$ cat config.mk
export PLATFORM = sky130hd
export DESIGN_NAME = magnetometer_minmax_calibration_unit_flat
export DESIGN_NICKNAME = d
export VERILOG_FILES = /design/src/hdl/mmc_pkg.sv /design/src/hdl/mmc_if.sv /design/src/hdl/magnetometer_minmax_calibration_unit.sv /design/src/flat_wrapper.sv
export SDC_FILE = /design/constraint.sdc
export NUM_CORES = 2
export LEC_CHECK = 0
export BUFFER_PORTS_ARGS = -buffer_cell sky130_fd_sc_hd__buf_2
export CAP_MARGIN = 20
export CORE_MARGIN = 3
export CORE_UTILIZATION = 63
export CTS_CLUSTER_DIAMETER = 100
export DETAILED_ROUTE_END_ITERATION = 16
export MAX_ROUTING_LAYER = met4
export PLACE_DENSITY = 0.81
export RECOVER_POWER = 25
export SYNTH_ARGS = -nofsm -noshare
export SYNTH_HDL_FRONTEND = slang
export SYNTH_SLANG_ARGS = --single-unit
$ cat constraint.sdc
create_clock -name i_clk -period 11.7 [get_ports i_clk]
set_clock_uncertainty 0.1 [all_clocks]
set_input_delay 0.585 -clock i_clk [delete_from_list [all_inputs] [get_ports i_clk]]
set_output_delay 0.585 -clock i_clk [all_outputs]
set_load 0.01 [all_outputs]
$ cat src/hdl/mmc_pkg.sv
`timescale 1ns / 1ps
// ----------------------------------------------------------------------------
// mmc_pkg
// Widths, register indexes, microcode encoding and program of the
// magnetometer min/max calibration unit.
// ----------------------------------------------------------------------------
package mmc_pkg;

    localparam int AXES      = 3;
    localparam int DATA_W    = 16;
    localparam int GAIN_FRAC = 14;
    localparam int AXIS_W    = 2;
    localparam int CFG_IDX_W = 3;
    localparam int DIFF_W    = DATA_W + 1;
    localparam int PROD_W    = 2 * DIFF_W;
    localparam int SHIFT_W   = PROD_W - GAIN_FRAC;
    localparam int SUM_W     = DATA_W + 2;
    localparam int NUM_W     = SUM_W + GAIN_FRAC;
    localparam int DEN_W     = SUM_W;
    localparam int QUOT_W    = DATA_W;
    localparam int DSH_W     = DEN_W + QUOT_W - 1;
    localparam int ITER_W    = 4;
    localparam int STEP_W    = 5;

    // Configuration register indexes.
    localparam logic [CFG_IDX_W-1:0] REG_X_OFFSET = 3'd0;
    localparam logic [CFG_IDX_W-1:0] REG_Z_OFFSET = 3'd2;
    localparam logic [CFG_IDX_W-1:0] REG_X_GAIN   = 3'd3;
    localparam logic [CFG_IDX_W-1:0] REG_Z_GAIN   = 3'd5;

    localparam logic [DATA_W-1:0] GAIN_ONE = 16'd16384;

    // Datapath operations.
    localparam logic [3:0] OP_NOP       = 4'd0;
    localparam logic [3:0] OP_WAIT_IN   = 4'd1;
    localparam logic [3:0] OP_MUL       = 4'd2;
    localparam logic [3:0] OP_CORR      = 4'd3;
    localparam logic [3:0] OP_SUM       = 4'd4;
    localparam logic [3:0] OP_DIV_LOAD  = 4'd5;
    localparam logic [3:0] OP_DIV_STEP  = 4'd6;
    localparam logic [3:0] OP_DIV_STORE = 4'd7;
    localparam logic [3:0] OP_EMIT      = 4'd8;

    // Jump conditions.
    localparam logic [2:0] JC_NEXT     = 3'd0;
    localparam logic [2:0] JC_NO_IN    = 3'd1;
    localparam logic [2:0] JC_ITER     = 3'd2;
    localparam logic [2:0] JC_OUT_BUSY = 3'd3;
    localparam logic [2:0] JC_ALWAYS   = 3'd4;

    localparam logic [AXIS_W-1:0] AX_X = 2'd0;
    localparam logic [AXIS_W-1:0] AX_Y = 2'd1;
    localparam logic [AXIS_W-1:0] AX_Z = 2'd2;

    // Program addresses that are jump targets.
    localparam logic [STEP_W-1:0] STEP_IDLE  = 5'd0;
    localparam logic [STEP_W-1:0] STEP_DIV_X = 5'd9;
    localparam logic [STEP_W-1:0] STEP_DIV_Y = 5'd12;
    localparam logic [STEP_W-1:0] STEP_DIV_Z = 5'd15;
    localparam logic [STEP_W-1:0] STEP_EMIT  = 5'd17;

    typedef struct packed {
        logic [3:0]        op;
        logic [AXIS_W-1:0] axis;
        logic [2:0]        jc;
        logic [STEP_W-1:0] target;
    } t_uword;

    function automatic t_uword uw(input logic [3:0] op, input logic [AXIS_W-1:0] axis,
                                  input logic [2:0] jc, input logic [STEP_W-1:0] target);
        t_uword w;
        w.op     = op;
        w.axis   = axis;
        w.jc     = jc;
        w.target = target;
        return w;
    endfunction

    // Control store: one word per step.
    function automatic t_uword ucode(input logic [STEP_W-1:0] step);
        t_uword w;
        unique case (step)
            5'd0:    w = uw(OP_WAIT_IN,   AX_X, JC_NO_IN,    STEP_IDLE);
            5'd1:    w = uw(OP_MUL,       AX_X, JC_NEXT,     STEP_IDLE);
            5'd2:    w = uw(OP_CORR,      AX_X, JC_NEXT,     STEP_IDLE);
            5'd3:    w = uw(OP_MUL,       AX_Y, JC_NEXT,     STEP_IDLE);
            5'd4:    w = uw(OP_CORR,      AX_Y, JC_NEXT,     STEP_IDLE);
            5'd5:    w = uw(OP_MUL,       AX_Z, JC_NEXT,     STEP_IDLE);
            5'd6:    w = uw(OP_CORR,      AX_Z, JC_NEXT,     STEP_IDLE);
            5'd7:    w = uw(OP_SUM,       AX_X, JC_NEXT,     STEP_IDLE);
            5'd8:    w = uw(OP_DIV_LOAD,  AX_X, JC_NEXT,     STEP_IDLE);
            5'd9:    w = uw(OP_DIV_STEP,  AX_X, JC_ITER,     STEP_DIV_X);
            5'd10:   w = uw(OP_DIV_STORE, AX_X, JC_NEXT,     STEP_IDLE);
            5'd11:   w = uw(OP_DIV_LOAD,  AX_Y, JC_NEXT,     STEP_IDLE);
            5'd12:   w = uw(OP_DIV_STEP,  AX_Y, JC_ITER,     STEP_DIV_Y);
            5'd13:   w = uw(OP_DIV_STORE, AX_Y, JC_NEXT,     STEP_IDLE);
            5'd14:   w = uw(OP_DIV_LOAD,  AX_Z, JC_NEXT,     STEP_IDLE);
            5'd15:   w = uw(OP_DIV_STEP,  AX_Z, JC_ITER,     STEP_DIV_Z);
            5'd16:   w = uw(OP_DIV_STORE, AX_Z, JC_NEXT,     STEP_IDLE);
            5'd17:   w = uw(OP_EMIT,      AX_X, JC_OUT_BUSY, STEP_EMIT);
            default: w = uw(OP_NOP,       AX_X, JC_ALWAYS,   STEP_IDLE);
        endcase
        return w;
    endfunction

endpackage

$ cat src/hdl/mmc_if.sv
`timescale 1ns / 1ps
// ----------------------------------------------------------------------------
// mmc_if
// Handshake channels of the calibration unit: sample in, result out and
// register write.
// ----------------------------------------------------------------------------
interface mmc_in_if import mmc_pkg::*; ();
    logic                     valid;
    logic                     ready;
    logic signed [DATA_W-1:0] raw_x;
    logic signed [DATA_W-1:0] raw_y;
    logic signed [DATA_W-1:0] raw_z;

    modport source (output valid, raw_x, raw_y, raw_z, input ready);
    modport sink   (input valid, raw_x, raw_y, raw_z, output ready);
endinterface

interface mmc_out_if import mmc_pkg::*; ();
    logic                     valid;
    logic                     ready;
    logic signed [DATA_W-1:0] corr_x;
    logic signed [DATA_W-1:0] corr_y;
    logic signed [DATA_W-1:0] corr_z;
    logic signed [DATA_W-1:0] centre_x;
    logic signed [DATA_W-1:0] centre_y;
    logic signed [DATA_W-1:0] centre_z;
    logic        [DATA_W-1:0] gain_x;
    logic        [DATA_W-1:0] gain_y;
    logic        [DATA_W-1:0] gain_z;
    logic                     gains_valid;

    modport source (output valid, corr_x, corr_y, corr_z, centre_x, centre_y, centre_z,
                    gain_x, gain_y, gain_z, gains_valid, input ready);
    modport sink   (input valid, corr_x, corr_y, corr_z, centre_x, centre_y, centre_z,
                    gain_x, gain_y, gain_z, gains_valid, output ready);
endinterface

interface mmc_cfg_if import mmc_pkg::*; ();
    logic                 valid;
    logic                 ready;
    logic [CFG_IDX_W-1:0] index;
    logic [DATA_W-1:0]    data;

    modport source (output valid, index, data, input ready);
    modport sink   (input valid, index, data, output ready);
endinterface

$ cat src/hdl/magnetometer_minmax_calibration_unit.sv
`timescale 1ns / 1ps
// ----------------------------------------------------------------------------
// magnetometer_minmax_calibration_unit
// Offset and gain correction of three-axis magnetometer samples with running
// min/max tracking, hard-iron centre and soft-iron gain estimation.
// ----------------------------------------------------------------------------
// Usage:
// i_in carries one raw three-axis sample per word. o_out carries one result
// word per sample: corrected axes, per-axis centre, per-axis gain and a flag
// that is set when all three ranges are nonzero. i_cfg writes the six
// registers (three offsets, three Q2.14 gain presets); it is always ready.
// A microcoded sequencer runs its program over a single multiplier and a
// radix-2 restoring divider, one sample at a time: i_in is ready again in
// the cycle after the result word of the last sample appears on o_out.
// Most of the program goes to the three 16-iteration divides.
// Reset clears the min/max trackers to zero, the offsets to zero and the
// gain presets to 1.0. The output register holds a finished result while
// the receiver stalls; the sequencer can still take and work one more
// sample, then waits in its emit step until that word has left.
// ----------------------------------------------------------------------------
module magnetometer_minmax_calibration_unit
    import mmc_pkg::*;
(
    input  logic      i_clk,
    input  logic      i_rst_n,
    mmc_in_if.sink    i_in,
    mmc_cfg_if.sink   i_cfg,
    mmc_out_if.source o_out
);

    // Sequencer.
    logic [STEP_W-1:0] r_step, n_step;
    t_uword            w;
    logic              in_acc;
    logic              out_free;
    logic              jump;

    // Configuration.
    logic signed [DATA_W-1:0] r_off  [AXES];
    logic        [DATA_W-1:0] r_gpre [AXES];
    logic        [CFG_IDX_W-1:0] cfg_gidx;

    // Working registers.
    logic signed [DATA_W-1:0] r_raw    [AXES];
    logic signed [DATA_W-1:0] r_corr   [AXES];
    logic signed [DATA_W-1:0] r_max    [AXES];
    logic signed [DATA_W-1:0] r_min    [AXES];
    logic        [DATA_W-1:0] r_range  [AXES];
    logic signed [DATA_W-1:0] r_centre [AXES];
    logic        [DATA_W-1:0] r_gain   [AXES];
    logic        [SUM_W-1:0]  r_sum;
    logic                     r_valid;
    logic signed [PROD_W-1:0] r_prod;

    // Divider.
    logic [NUM_W-1:0]  r_rem;
    logic [DSH_W-1:0]  r_dsh;
    logic [QUOT_W-1:0] r_quot;
    logic [ITER_W-1:0] r_iter;
    logic              r_dsat;
    logic              r_dzero;

    // Output register.
    logic                     r_out_valid;
    logic signed [DATA_W-1:0] r_o_corr   [AXES];
    logic signed [DATA_W-1:0] r_o_centre [AXES];
    logic        [DATA_W-1:0] r_o_gain   [AXES];
    logic                     r_o_gvalid;

    // Combinational datapath values.
    logic signed [DIFF_W-1:0]  diff_c;
    logic signed [DIFF_W-1:0]  gain_s;
    logic signed [PROD_W-1:0]  prod_c;
    logic signed [SHIFT_W-1:0] sh_c;
    logic signed [DATA_W-1:0]  corr_c;
    logic [DATA_W-1:0]         rng_c  [AXES];
    logic signed [DATA_W:0]    mid_c  [AXES];
    logic [SUM_W-1:0]          sum_c;
    logic [DEN_W-1:0]          den_c;
    logic [NUM_W-1:0]          num_c;
    logic                      ge_c;

    assign w        = ucode(r_step);
    assign in_acc   = i_in.valid && i_in.ready;
    assign out_free = !r_out_valid || o_out.ready;

    assign i_in.ready  = (w.op == OP_WAIT_IN);
    assign i_cfg.ready = 1'b1;

    always_comb begin
        unique case (w.jc)
            JC_NO_IN:    jump = !in_acc;
            JC_ITER:     jump = (r_iter != '0);
            JC_OUT_BUSY: jump = !out_free;
            JC_ALWAYS:   jump = 1'b1;
            default:     jump = 1'b0;
        endcase
        n_step = jump ? w.target : r_step + STEP_W'(1);
    end

    always_ff @(posedge i_clk) begin
        if (!i_rst_n) begin
            r_step <= STEP_IDLE;
        end else begin
            r_step <= n_step;
        end
    end

    // Register writes. Indexes past the last register are ignored.
    assign cfg_gidx = i_cfg.index - REG_X_GAIN;

    always_ff @(posedge i_clk) begin
        if (!i_rst_n) begin
            for (int a = 0; a < AXES; a++) begin
                r_off[a]  <= '0;
                r_gpre[a] <= GAIN_ONE;
            end
        end else if (i_cfg.valid && i_cfg.ready) begin
            priority if (i_cfg.index <= REG_Z_OFFSET) begin
                r_off[i_cfg.index[AXIS_W-1:0]] <= i_cfg.data;
            end else if (i_cfg.index <= REG_Z_GAIN) begin
                r_gpre[cfg_gidx[AXIS_W-1:0]] <= i_cfg.data;
            end else begin
                r_off[AXIS_W'(0)] <= r_off[AXIS_W'(0)];
            end
        end
    end

    // Correction: one axis through the multiplier, then shift and saturate.
    always_comb begin
        diff_c = {r_raw[w.axis][DATA_W-1], r_raw[w.axis]}
               - {r_off[w.axis][DATA_W-1], r_off[w.axis]};
        gain_s = {1'b0, r_gpre[w.axis]};
        prod_c = diff_c * gain_s;
        sh_c   = r_prod[PROD_W-1:GAIN_FRAC];
        // The shifted value fits when its top bits are all sign copies.
        if (sh_c[SHIFT_W-1:DATA_W-1] == '0 || sh_c[SHIFT_W-1:DATA_W-1] == '1) begin
            corr_c = sh_c[DATA_W-1:0];
        end else begin
            corr_c = {sh_c[SHIFT_W-1], {(DATA_W-1){!sh_c[SHIFT_W-1]}}};
        end
    end

    // Ranges, their sum and the centres. The maximum never drops below zero
    // and the minimum never rises above it, so the range is never negative.
    always_comb begin
        sum_c = '0;
        for (int a = 0; a < AXES; a++) begin
            rng_c[a] = r_max[a] - r_min[a];
            mid_c[a] = {r_max[a][DATA_W-1], r_max[a]} + {r_min[a][DATA_W-1], r_min[a]};
            sum_c    = sum_c + SUM_W'(rng_c[a]);
        end
    end

    // Divider setup: the quotient saturates when it would need more than
    // 16 bits, otherwise 16 restoring steps produce it.
    always_comb begin
        den_c = DEN_W'(r_range[w.axis]) + DEN_W'({r_range[w.axis], 1'b0});
        num_c = {r_sum, {GAIN_FRAC{1'b0}}};
        ge_c  = {1'b0, r_rem} >= r_dsh;
    end

    always_ff @(posedge i_clk) begin
        if (!i_rst_n) begin
            for (int a = 0; a < AXES; a++) begin
                r_max[a] <= '0;
                r_min[a] <= '0;
            end
        end else begin
            unique case (w.op)
                OP_WAIT_IN: begin
                    if (in_acc) begin
                        r_raw[AX_X] <= i_in.raw_x;
                        r_raw[AX_Y] <= i_in.raw_y;
                        r_raw[AX_Z] <= i_in.raw_z;
                    end
                end
                OP_MUL: begin
                    r_prod <= prod_c;
                end
                OP_CORR: begin
                    r_corr[w.axis] <= corr_c;
                    // A new maximum wins over a new minimum.
                    if (corr_c >= r_max[w.axis]) begin
                        r_max[w.axis] <= corr_c;
                    end else if (corr_c <= r_min[w.axis]) begin
                        r_min[w.axis] <= corr_c;
                    end
                end
                OP_SUM: begin
                    for (int a = 0; a < AXES; a++) begin
                        r_range[a]  <= rng_c[a];
                        r_centre[a] <= mid_c[a][DATA_W:1];
                    end
                    r_sum   <= sum_c;
                    r_valid <= (rng_c[AX_X] != '0) && (rng_c[AX_Y] != '0)
                            && (rng_c[AX_Z] != '0);
                end
                OP_DIV_LOAD: begin
                    r_rem   <= num_c;
                    r_dsh   <= {den_c, {(QUOT_W-1){1'b0}}};
                    r_quot  <= '0;
                    r_iter  <= '1;
                    r_dzero <= (r_range[w.axis] == '0);
                    r_dsat  <= {2'b0, num_c} >= {den_c, {QUOT_W{1'b0}}};
                end
                OP_DIV_STEP: begin
                    if (ge_c) begin
                        r_rem <= r_rem - r_dsh[NUM_W-1:0];
                    end
                    r_quot <= {r_quot[QUOT_W-2:0], ge_c};
                    r_dsh  <= r_dsh >> 1;
                    r_iter <= r_iter - ITER_W'(1);
                end
                OP_DIV_STORE: begin
                    priority if (r_dzero) begin
                        r_gain[w.axis] <= '0;
                    end else if (r_dsat) begin
                        r_gain[w.axis] <= '1;
                    end else begin
                        r_gain[w.axis] <= r_quot;
                    end
                end
                default: begin
                    r_sum <= r_sum;
                end
            endcase
        end
    end

    // Output register.
    always_ff @(posedge i_clk) begin
        if (!i_rst_n) begin
            r_out_valid <= 1'b0;
        end else if (w.op == OP_EMIT && out_free) begin
            r_out_valid <= 1'b1;
        end else if (o_out.ready) begin
            r_out_valid <= 1'b0;
        end
    end

    always_ff @(posedge i_clk) begin
        if (w.op == OP_EMIT && out_free) begin
            r_o_corr   <= r_corr;
            r_o_centre <= r_centre;
            r_o_gain   <= r_gain;
            r_o_gvalid <= r_valid;
        end
    end

    assign o_out.valid       = r_out_valid;
    assign o_out.corr_x      = r_o_corr[AX_X];
    assign o_out.corr_y      = r_o_corr[AX_Y];
    assign o_out.corr_z      = r_o_corr[AX_Z];
    assign o_out.centre_x    = r_o_centre[AX_X];
    assign o_out.centre_y    = r_o_centre[AX_Y];
    assign o_out.centre_z    = r_o_centre[AX_Z];
    assign o_out.gain_x      = r_o_gain[AX_X];
    assign o_out.gain_y      = r_o_gain[AX_Y];
    assign o_out.gain_z      = r_o_gain[AX_Z];
    assign o_out.gains_valid = r_o_gvalid;

endmodule

$ cat src/flat_wrapper.sv
// flat-port wrapper written by rule: the top's interface ports become plain ports
module magnetometer_minmax_calibration_unit_flat import mmc_pkg::*;
  (i_clk, i_rst_n, i_in_valid, i_in_raw_x, i_in_raw_y, i_in_raw_z, i_in_ready, i_cfg_valid, i_cfg_index, i_cfg_data, i_cfg_ready, o_out_valid, o_out_corr_x, o_out_corr_y, o_out_corr_z, o_out_centre_x, o_out_centre_y, o_out_centre_z, o_out_gain_x, o_out_gain_y, o_out_gain_z, o_out_gains_valid, o_out_ready);
  mmc_in_if i_in_i ();
  mmc_cfg_if i_cfg_i ();
  mmc_out_if o_out_i ();
  input  logic i_clk;
  input  logic i_rst_n;
  input wire logic [$bits(i_in_i.valid)-1:0] i_in_valid;
  input wire logic [$bits(i_in_i.raw_x)-1:0] i_in_raw_x;
  input wire logic [$bits(i_in_i.raw_y)-1:0] i_in_raw_y;
  input wire logic [$bits(i_in_i.raw_z)-1:0] i_in_raw_z;
  output wire logic [$bits(i_in_i.ready)-1:0] i_in_ready;
  input wire logic [$bits(i_cfg_i.valid)-1:0] i_cfg_valid;
  input wire logic [$bits(i_cfg_i.index)-1:0] i_cfg_index;
  input wire logic [$bits(i_cfg_i.data)-1:0] i_cfg_data;
  output wire logic [$bits(i_cfg_i.ready)-1:0] i_cfg_ready;
  output wire logic [$bits(o_out_i.valid)-1:0] o_out_valid;
  output wire logic [$bits(o_out_i.corr_x)-1:0] o_out_corr_x;
  output wire logic [$bits(o_out_i.corr_y)-1:0] o_out_corr_y;
  output wire logic [$bits(o_out_i.corr_z)-1:0] o_out_corr_z;
  output wire logic [$bits(o_out_i.centre_x)-1:0] o_out_centre_x;
  output wire logic [$bits(o_out_i.centre_y)-1:0] o_out_centre_y;
  output wire logic [$bits(o_out_i.centre_z)-1:0] o_out_centre_z;
  output wire logic [$bits(o_out_i.gain_x)-1:0] o_out_gain_x;
  output wire logic [$bits(o_out_i.gain_y)-1:0] o_out_gain_y;
  output wire logic [$bits(o_out_i.gain_z)-1:0] o_out_gain_z;
  output wire logic [$bits(o_out_i.gains_valid)-1:0] o_out_gains_valid;
  input wire logic [$bits(o_out_i.ready)-1:0] o_out_ready;
  assign i_in_i.valid = i_in_valid;
  assign i_in_i.raw_x = i_in_raw_x;
  assign i_in_i.raw_y = i_in_raw_y;
  assign i_in_i.raw_z = i_in_raw_z;
  assign i_in_ready = i_in_i.ready;
  assign i_cfg_i.valid = i_cfg_valid;
  assign i_cfg_i.index = i_cfg_index;
  assign i_cfg_i.data = i_cfg_data;
  assign i_cfg_ready = i_cfg_i.ready;
  assign o_out_valid = o_out_i.valid;
  assign o_out_corr_x = o_out_i.corr_x;
  assign o_out_corr_y = o_out_i.corr_y;
  assign o_out_corr_z = o_out_i.corr_z;
  assign o_out_centre_x = o_out_i.centre_x;
  assign o_out_centre_y = o_out_i.centre_y;
  assign o_out_centre_z = o_out_i.centre_z;
  assign o_out_gain_x = o_out_i.gain_x;
  assign o_out_gain_y = o_out_i.gain_y;
  assign o_out_gain_z = o_out_i.gain_z;
  assign o_out_gains_valid = o_out_i.gains_valid;
  assign o_out_i.ready = o_out_ready;
  magnetometer_minmax_calibration_unit u_core (.i_clk(i_clk), .i_rst_n(i_rst_n), .i_in(i_in_i), .i_cfg(i_cfg_i), .o_out(o_out_i));
endmodule
==> reports/metrics.cfg <==
[timing]
finalCritPeriodShare_pct=88.4
max_clock_freq_mhz=96.7
rsz0062_at_grt=no
report.final.slew_viol_count=97
max_slew_margin_pct=-93.0
worst_pin_slew_ns=2.90
hold_viol=0
holdWs_ns=0.0257
period_needed_ns=10.34
tns_ns=0
setup_viol=0

[cells_and_area]
drive_above_1_share_pct=7.45
layout_commonest_cell=edfxtp_1
fillers=5585
final_cell_mix=edfxtp_1, inv_1, ha_1, nor2_1, nand2_1
nets=5232
syn2layout_area_growth_pct=9.92
final_util_pct=70.1

[setup_path]
crit_fanout=24
reg2reg_from=u_core.w[8]$_SDFF_PP0_
cp.required_ns=11.94
critical_path.startpoint_type=flop
cpMostUsedCell=fa_1
reg2reg_slack_ns=1.36
startpoint=u_core.w[8]$_SDFF_PP0_
end_kind=flop
cp_slowest_cell=dfxtp_4
crit_end=u_core.r_prod[33]$_DFFE_PP_
reg2reg_depth=34
r2r-end=u_core.r_prod[33]$_DFFE_PP_
crit_type=flop to flop
worst_ep_arrival_time_ns=10.58
slowest_delay_ns=0.60

[clocking]
clkLatencyLatePin_ns=0.66
cts.sinks=786
cts_root_buffer=clkbuf_16
cts_buffer_depth=3
htree_levels=3
cts_inserted_buffers=81
cts.clk_slew.worst_paths_ns=0.06
cts_tree=done
cts_resized=0

[synth]
synthXorXnorAreaFrac_pct=3.25
avgSynthCellArea_sq_um=11.5
synth-compound-area-share_pct=8.77
yosys.cell_types.count=79
synth_edf_count=767
yosys_warnings=0
syn_area_sq_um=49500
synth_fa_ha_area_share_pct=20.1
yosys.area.top_type=edfxtp_1
synth_top_area_share_pct=46.5
synth_seq_cells=786
synthCells=4305
synth_seq_area_share_pct=47.3
synth-simple-area-share_pct=11.0
async_reset_ff_share_pct=0
synth_ff_type=edfxtp_1
synthTopCellsByArea=edfxtp_1, fa_1, ha_1, inv_1, nor2_1
synth_top_family_by_area=adder cells
synthMuxAreaShare_pct=3.83

[floorplan]
die_w_microns=286
die_h_microns=286
die_area_sq_um=82000
row_count=102
start_util_pct=63.8
core_area_sq_um=77600
io_pins=220

[drt]
dr.pass1.iters=6
routed_via_density=5.94
finalWirelength_microns=122000
drcViolationCount=0
routedWlPerCell_microns=21.6
drt_iter0_drc=2971
drtAntennaViolNets=0
vias=33509

[global_routing]
grt.total_usage_pct=30.8
grt_pass1_vias=33494
grt_first_pass_wirelength_microns=188000
grt_max_degree=80
antenna_found_initial=1
overflow=0

[run]
cap_violations=2

[worst_hold_path]
holdPathStages=1
hp-class=input pin to flop

[placement]
place_hpwl_microns=90400
gp_congestion=0.968
portBuffers=218

[run_status]
violations=capacitance limit, slew limit
outcome=finished, violations left

## worst max-delay path: cells and delay by family, from the launching register on
family | cells | cell delay, ns
flops | 1 | 0.60
fa+ha+maj | 8 | 3.50
compound gates | 13 | 3.32
mux | 1 | 0.55
simple gates | 4 | 0.57
buf+inv | 6 | 0.73
xor+xnor | 2 | 0.65
## kinds of logic after synthesis
kind of cell / after synthesis
multiplexers: 119
adder cells (fa/ha/maj): 626
buffers and inverters: 751
flip-flops: 786
AO/OA/AOI/OAI: 684
XOR/XNOR: 184
other: 2
AND/OR/NAND/NOR: 1153
## what timing repair did
action,4_1_cts,5_1_grt
hold buffers,4,0
setup buffers,0,0
endpoints found under the hold margin,4,0
## routing by layer
metal  up-vias  global-route usage [%]  part of all wire (%)
met5         -                       -                     0
met4         0                    15.0                   5.8
met3       378                    3.65                   6.5
met2      1441                    52.0                    50
met1     16392                    37.0                    38
li1      15298                       -                     -
## registers in the layout (all words and copies together), names as in the netlist, 18 cells and up
signal / cells
u_core.r_centre: 48
u_core.r_prod: 20
u_core.r_sum: 18
u_core.r_max: 64
u_core.r_corr: 48
u_core.r_dsh: 33
u_core.r_off: 64
u_core.r_gain: 48
u_core.r_rem: 32
u_core.r_min: 64
u_core.r_raw: 48
u_core.r_range: 48
u_core.r_gpre: 64
## Yosys cell counts (6+ instances only)
library cell	n
edfxtp_1	767
inv_1	590
ha_1	341
nor2_1	341
nand2_1	328
fa_1	282
a21oi_1	199
o21ai_0	136
xnor2_1	136
and2_1	130
clkbuf_1	128
nor3_1	77
mux4_2	55
a21o_1	52
mux2i_1	52
o21a_1	52
nor2b_1	48
xor2_1	48
nand3_1	45
nand2b_1	40
o21bai_1	33
nand4_1	28
o21ai_1	25
o31ai_1	24
and3_1	22
a31oi_1	21
buf_1	21
nor4_1	20
dfxtp_1	19
or3_1	19
o211ai_1	16
a211oi_1	15
mux2_2	12
a311oi_1	11
nor3b_1	11
o2111ai_1	11
or2_2	11
a211o_1	9
a21boi_1	9
o31a_1	8
o41ai_1	8
nor4b_1	7
a2111oi_0	6
buf_2	6
or4_1	6
## worst min-delay path by stage
stage	from	to	slack [ns]
after floorplan	u_core.r_centre[32]$_DFFE_PP_	u_core.o_out.centre_x[0]$_DFFE_PP_	0.30
after global placement	u_core.r_corr[43]$_DFFE_PP_	u_core.o_out.corr_x[11]$_DFFE_PP_	0.30
after detailed placement	u_core.r_centre[38]$_DFFE_PP_	u_core.o_out.centre_x[6]$_DFFE_PP_	0.30
after CTS	i_in_raw_x[14]	u_core.r_raw[0][14]$_DFFE_PP_	0.00008
after global routing	i_in_raw_x[14]	u_core.r_raw[0][14]$_DFFE_PP_	0.01
final	i_in_raw_y[10]	u_core.r_raw[1][10]$_DFFE_PP_	0.03
## final cells by class
type	instances	area (sq um)	area share, %
Timing Repair Buffer	275	1330	2.45
Sequential cell	786	23400	43.0
Multi-Input combinational cell	2799	23500	43.2
Inverter	594	2230	4.10
Tap cell	1040	1300	2.39
Antenna cell	2	5.00	0.00920
Clock inverter	48	504	0.926
Clock buffer	100	2120	3.89
## stage by stage
stage	area (sq um)	std cells	setup WS, ns
floorplan	49600	4336	1.32
global placement	51900	5487	1.71
detailed placement	51900	5488	1.48
CTS	54600	5640	1.44
global route	54400	5643	0.817
finish	54400	5644	1.36
Power is not shown: default switching activity piles up to over one toggle a cycle in this logic, so the estimate is an artifact.
